<file path="src/sv/pmfb_pkg.sv">
// Package for the paged monochrome framebuffer engine.
// Holds payload types, opcodes, controller states and control/status bundles.
// No dependencies.
`default_nettype none

package pmfb_pkg;

	// Default display geometry and rows per page
	localparam int DISPLAY_WIDTH_DEF  = 128;
	localparam int DISPLAY_HEIGHT_DEF = 64;
	localparam int PAGE_ROWS          = 8;

	// Command opcodes; unused codes fall to default arms
	typedef enum logic [2:0] {
		OP_CLEAR     = 3'd0,
		OP_SET       = 3'd1,
		OP_SET_EMIT  = 3'd2,
		OP_GET       = 3'd3,
		OP_FILL      = 3'd4,
		OP_EMIT_NEXT = 3'd5
	} op_t;

	// Controller states
	typedef enum logic [2:0] {
		ST_CLEAR,
		ST_IDLE,
		ST_MODIFY,
		ST_FILL_RD,
		ST_FILL_WR
	} state_t;

	// Command beat
	typedef struct packed {
		logic [2:0] opcode;
		logic [7:0] pos_x;
		logic [7:0] pos_y;
		logic [7:0] rect_width;
		logic [7:0] rect_height;
	} cmd_item_t;

	// Response beat
	typedef struct packed {
		logic       result_kind;
		logic       pixel_on;
		logic [7:0] data_byte;
		logic [2:0] page_index;
		logic [6:0] column_index;
		logic       end_of_frame;
	} rsp_item_t;

	// Controller to datapath commands
	typedef struct packed {
		logic take;
		logic clr_reset;
		logic clr_write;
		logic pix_write;
		logic out_load;
		logic fill_read;
		logic fill_write;
	} dp_cmd_t;

	// Datapath to controller status
	typedef struct packed {
		logic clr_done;
		logic fill_empty;
		logic fill_last;
		logic out_free;
		logic on_disp;
		op_t  op;
	} dp_status_t;

endpackage

`default_nettype wire

</file>
<file path="src/sv/pmfb_ctrl.sv">
// Controller state machine for the paged monochrome framebuffer engine.
// Sequences clear sweeps, pixel read-modify-write and rectangle fills.
// Depends on pmfb_pkg.
`default_nettype none

module pmfb_ctrl (
	input  logic                  clk,
	input  logic                  arst_n,
	input  logic                  cmd_valid,
	output logic                  cmd_stall,
	input  logic [2:0]            cmd_opcode,
	input  pmfb_pkg::dp_status_t  status,
	output pmfb_pkg::dp_cmd_t     ctl
);

	pmfb_pkg::state_t state_q;
	pmfb_pkg::state_t state_d;
	pmfb_pkg::op_t    in_op;
	logic             need_result;
	logic             need_write;

	assign in_op = pmfb_pkg::op_t'(cmd_opcode);

	// Decide what the held command still owes
	always_comb begin
		need_result = 1'b0;
		need_write  = 1'b0;
		case (status.op)
			pmfb_pkg::OP_SET: begin
				need_write = status.on_disp;
			end
			pmfb_pkg::OP_SET_EMIT: begin
				need_write  = status.on_disp;
				need_result = status.on_disp;
			end
			pmfb_pkg::OP_GET: begin
				need_result = 1'b1;
			end
			pmfb_pkg::OP_EMIT_NEXT: begin
				need_result = 1'b1;
			end
			default: begin
				need_result = 1'b0;
			end
		endcase
	end

	// Next state
	always_comb begin
		state_d = state_q;
		case (state_q)
			pmfb_pkg::ST_CLEAR: begin
				if (status.clr_done) state_d = pmfb_pkg::ST_IDLE;
			end
			pmfb_pkg::ST_IDLE: begin
				if (cmd_valid) begin
					case (in_op)
						pmfb_pkg::OP_CLEAR:     state_d = pmfb_pkg::ST_CLEAR;
						pmfb_pkg::OP_SET,
						pmfb_pkg::OP_SET_EMIT,
						pmfb_pkg::OP_GET,
						pmfb_pkg::OP_EMIT_NEXT: state_d = pmfb_pkg::ST_MODIFY;
						pmfb_pkg::OP_FILL:      state_d = pmfb_pkg::ST_FILL_RD;
						default:                state_d = pmfb_pkg::ST_IDLE;
					endcase
				end
			end
			pmfb_pkg::ST_MODIFY: begin
				if (!need_result || status.out_free) state_d = pmfb_pkg::ST_IDLE;
			end
			pmfb_pkg::ST_FILL_RD: begin
				if (status.fill_empty) state_d = pmfb_pkg::ST_IDLE;
				else state_d = pmfb_pkg::ST_FILL_WR;
			end
			pmfb_pkg::ST_FILL_WR: begin
				if (status.fill_last) state_d = pmfb_pkg::ST_IDLE;
				else state_d = pmfb_pkg::ST_FILL_RD;
			end
			default: begin
				state_d = pmfb_pkg::ST_IDLE;
			end
		endcase
	end

	// Outputs per state
	always_comb begin
		ctl       = '0;
		cmd_stall = 1'b1;
		case (state_q)
			pmfb_pkg::ST_CLEAR: begin
				ctl.clr_write = 1'b1;
			end
			pmfb_pkg::ST_IDLE: begin
				cmd_stall     = 1'b0;
				ctl.take      = cmd_valid;
				ctl.clr_reset = cmd_valid && (in_op == pmfb_pkg::OP_CLEAR);
			end
			pmfb_pkg::ST_MODIFY: begin
				// hold until the response register can take the beat
				if (!need_result || status.out_free) begin
					ctl.pix_write = need_write;
					ctl.out_load  = need_result;
				end
			end
			pmfb_pkg::ST_FILL_RD: begin
				ctl.fill_read = !status.fill_empty;
			end
			pmfb_pkg::ST_FILL_WR: begin
				ctl.fill_write = 1'b1;
			end
			default: begin
				cmd_stall = 1'b1;
			end
		endcase
	end

	// State register; reset starts with a clearing sweep
	always_ff @(posedge clk or negedge arst_n) begin
		if (!arst_n) begin
			state_q <= pmfb_pkg::ST_CLEAR;
		end else begin
			state_q <= state_d;
		end
	end

endmodule

`default_nettype wire

</file>
<file path="config.mk">
export PLATFORM = sky130hd
export DESIGN_NAME = pmfb_ctrl
export DESIGN_NICKNAME = d
export VERILOG_FILES = /design/src/sv/pmfb_pkg.sv /design/src/sv/pmfb_ctrl.sv
export SDC_FILE = /design/constraint.sdc
export NUM_CORES = 1
export LEC_CHECK = 0
export BUFFER_PORTS_ARGS = -buffer_cell sky130_fd_sc_hd__buf_4
export CAP_MARGIN = 20
export CORE_AREA = 3 3 40 42
export CTS_CLUSTER_SIZE = 20
export DETAILED_ROUTE_END_ITERATION = 12
export DIE_AREA = 0 0 43 45
export PLACE_DENSITY = 0.45
export SYNTH_ARGS = -nofsm -noshare
export SYNTH_HDL_FRONTEND = slang
export SYNTH_SLANG_ARGS = --single-unit
</file>
<file path="constraint.sdc">
create_clock -name clk -period 1.85 [get_ports clk]
set_input_delay 0.185 -clock clk [delete_from_list [all_inputs] [get_ports clk]]
set_output_delay 0.185 -clock clk [all_outputs]
set_load 0.1 [all_outputs]
</file>
==> impl_results.md <==
- First-pass GRT wire length: 1.49 mm
- # Max-Cap Violations: 0
- Clk_skew: 0.854 ps
- Proportion of layout cells with a drive suffix above 1: 57.1%
- Clock power share: 14.0%
- Core region area: 1280 um2
- Status: finished clean
- Router iterations before antenna repair: 1
- Setup TNS: 0 ps
- Net Count, Synth: 49
- Final setup fails: 0
- Minimum clock period: 1720 ps
- Register bit total from synthesis: 3
- Post-synth EDFFs: 0
- Yosys cell types: 20
- Crit path cell chain: or3b_4, nor4b_4, buf_6
- Total Power: 820 uW
- Final Cycle Share: 93.0%
- Commonest cells after routing, fill and taps aside: buf_4 (22), nand2_1 (4), inv_1 (3), clkbuf_4 (3)
- Chip Height: 45 um
- DR vias: 358
- GRT Residual Overflow: 0
- CP max stage delay: 420 ps
- Critical Path AT: 1540 ps
- Worst setup EP type: primary output
- PwrDens: 1430 nW/um2
- Largest net degree at the start of global routing: 9
- Reg-to-reg slack, setup: 460 ps
- Sequential group share of total power: 11.9%
- Avg Inst Size Synth: 8.04 um2
- Internal power contribution: 355 uW
- Avg WL per Cell: 11.9 um
- Met3 routed WL: 57 um
- P_leak: 0.279 nW
- CTS max path bufs: 2
- Kind of critical path: flip-flop to primary output
- Switching power: 465 uW
- Seq/Total Area, Yosys: 26.7%
- Peak supply drop: 0.583 mV
- Post-placement cell count: 72
- Comb pwr share: 74.1%
- Worst skew pair latency: 230 ps
- Metal2 WL: 485 um
- RSZ-0062 raised after global routing: no
- Crit-path max FO: 3
- Sw Ratio: 56.7%
- Reg clk slew, reported paths: 40 ps
- Achievable Freq: 581 MHz
- Post-DRT Antenna Nets: 0
- Met1 wire length: 388 um
- Required time of the critical path: 1660 ps
- Relative slew slack: 81.3%
- Gpl congestion: 0.694
- Clock buffer count from CTS: 3
- Filler instances: 137
- Most flops, register: state_q
- Top_reg_cell synth: dfrtp_1
- Max H-tree Level: 1
- Placed cell areas: 520 um2
- Post-layout nets: 78
- WP buf/inv: 1
- Die area: 1940 um2
- YS warnings: 0
- Worst setup path start: state_q[2]
- Syn-to-layout area delta: 103%
- Largest register FFs: 3
- R2R Path Start: state_q[2]
- Setup ws final: 130 ps
- Initial antenna violation count: 0
- Clk root buf: clkbuf_4
- Post-Synthesis Cells: 35
- Hold Startpoint: status[6]
- CTS Sinks: 3
- DP HPWL: 787 um
- Port bufs: 21
- Cell Area, Synth: 282 um2
- Startpoint type of the worst setup path: flip-flop
- GRT Util Overall: 10.5%
- Slew @ Worst Pin: 283 ps
- Hold Path Class: input pin to flip-flop
- Initial DRC count: 0
- Hold Vio Cnt, Final: 0
- Total Wirelength: 931 um
- Most common cell after layout, fill and taps aside: buf_4
- DR top layer: met3
- Starting Density: 21.9%
- I/O Pins: 22
- Die W: 43 um
- Post-DR vias/cell: 4.59
- Crit path max-delay family: simple AND/OR/NAND/NOR gates
- Crit path max-delay cell type: or3b_4
- Hold slack: 151 ps
- Place WS: 236 ps
- DRC: 0
- N_diodes: 0
- CTS tree: done
- Utilization after layout: 44.5%
- Vias in the first global route: 378
- Row Count: 13
- Final Max Slew Viols: 0
- Final Cell Area: 572 um2
- Share of flip-flops with an asynchronous set or reset: 100%
- Regs by FF count: state_q (3)
- Fin cells: 78
## area by class of cell
| type | instances | area [um2] | share of cell area (%) |
|---|---|---|---|
| multi-input cells | 28 | 241 | 42.2 |
| inverters | 3 | 11.3 | 1.97 |
| repair buffers | 25 | 198 | 34.6 |
| clock buffers | 4 | 26.3 | 4.60 |
| well taps | 15 | 18.8 | 3.28 |
| flip-flops and latches | 3 | 76.3 | 13.3 |
## synth_stat cells, drive strengths merged, types with 2 or more instances
| cell | number | share of area, % |
|---|---|---|
| nor4bb | 2 | 7.1 |
| nor3b | 3 | 9.8 |
| o21ai | 2 | 3.6 |
| nor3 | 3 | 5.3 |
| nand2 | 4 | 5.3 |
| dfrtp | 3 | 27 |
| a211o | 2 | 6.2 |
| nand2b | 2 | 4.4 |
| inv | 3 | 4.0 |
| nor2 | 2 | 2.7 |
## power by group through the flow
stage / clock, mW / combinational [mW] / sequential, mW
after floorplan: 0 / 0.455 / 0.114
after global placement: 0 / 0.597 / 0.104
after detailed placement: 0 / 0.601 / 0.104
after CTS: 0.122 / 0.604 / 0.104
after global routing: 0.127 / 0.641 / 0.0999
final: 0.115 / 0.608 / 0.0974
## worst paths after layout
check	cells after the start	endpoint
setup / recovery	3	ctl[3]
hold / removal	2	state_q[2]
setup reg to reg	4	state_q[0]
hold reg to reg	1	state_q[2]
max in group asynchronous	2	state_q[2]
min in group asynchronous	2	state_q[0]
## metal layers
layer | up-vias | track usage (%)
met5 | - | 0
met4 | 0 | 9.04
met3 | 0 | 1.20
met2 | 13 | 17.1
met1 | 160 | 12.3
li1 | 185 | -
## repair_timing
item	4_1_cts	5_1_grt
hold buffers	1	0
setup buffers	0	1
endpoints found under the setup margin	1	2
resized for setup	1	1
hold endpoints to repair	3	0
cloned	0	0
## kinds of logic after synthesis
group,count (synthesis),synth area share (%)
simple gates,22,50.7
mux,1,4.00
flops,3,26.7
compound gates,5,12.0
buf+inv,4,6.67
## worst register-to-register path, stage by stage (launching register included)
cell,delay [ps]
dfrtp_2,400
or3b_4,420
nor2_1,100
nand2_1,80
a211o_1,270
No activity file was read; power rests on OpenSTA's default activity.
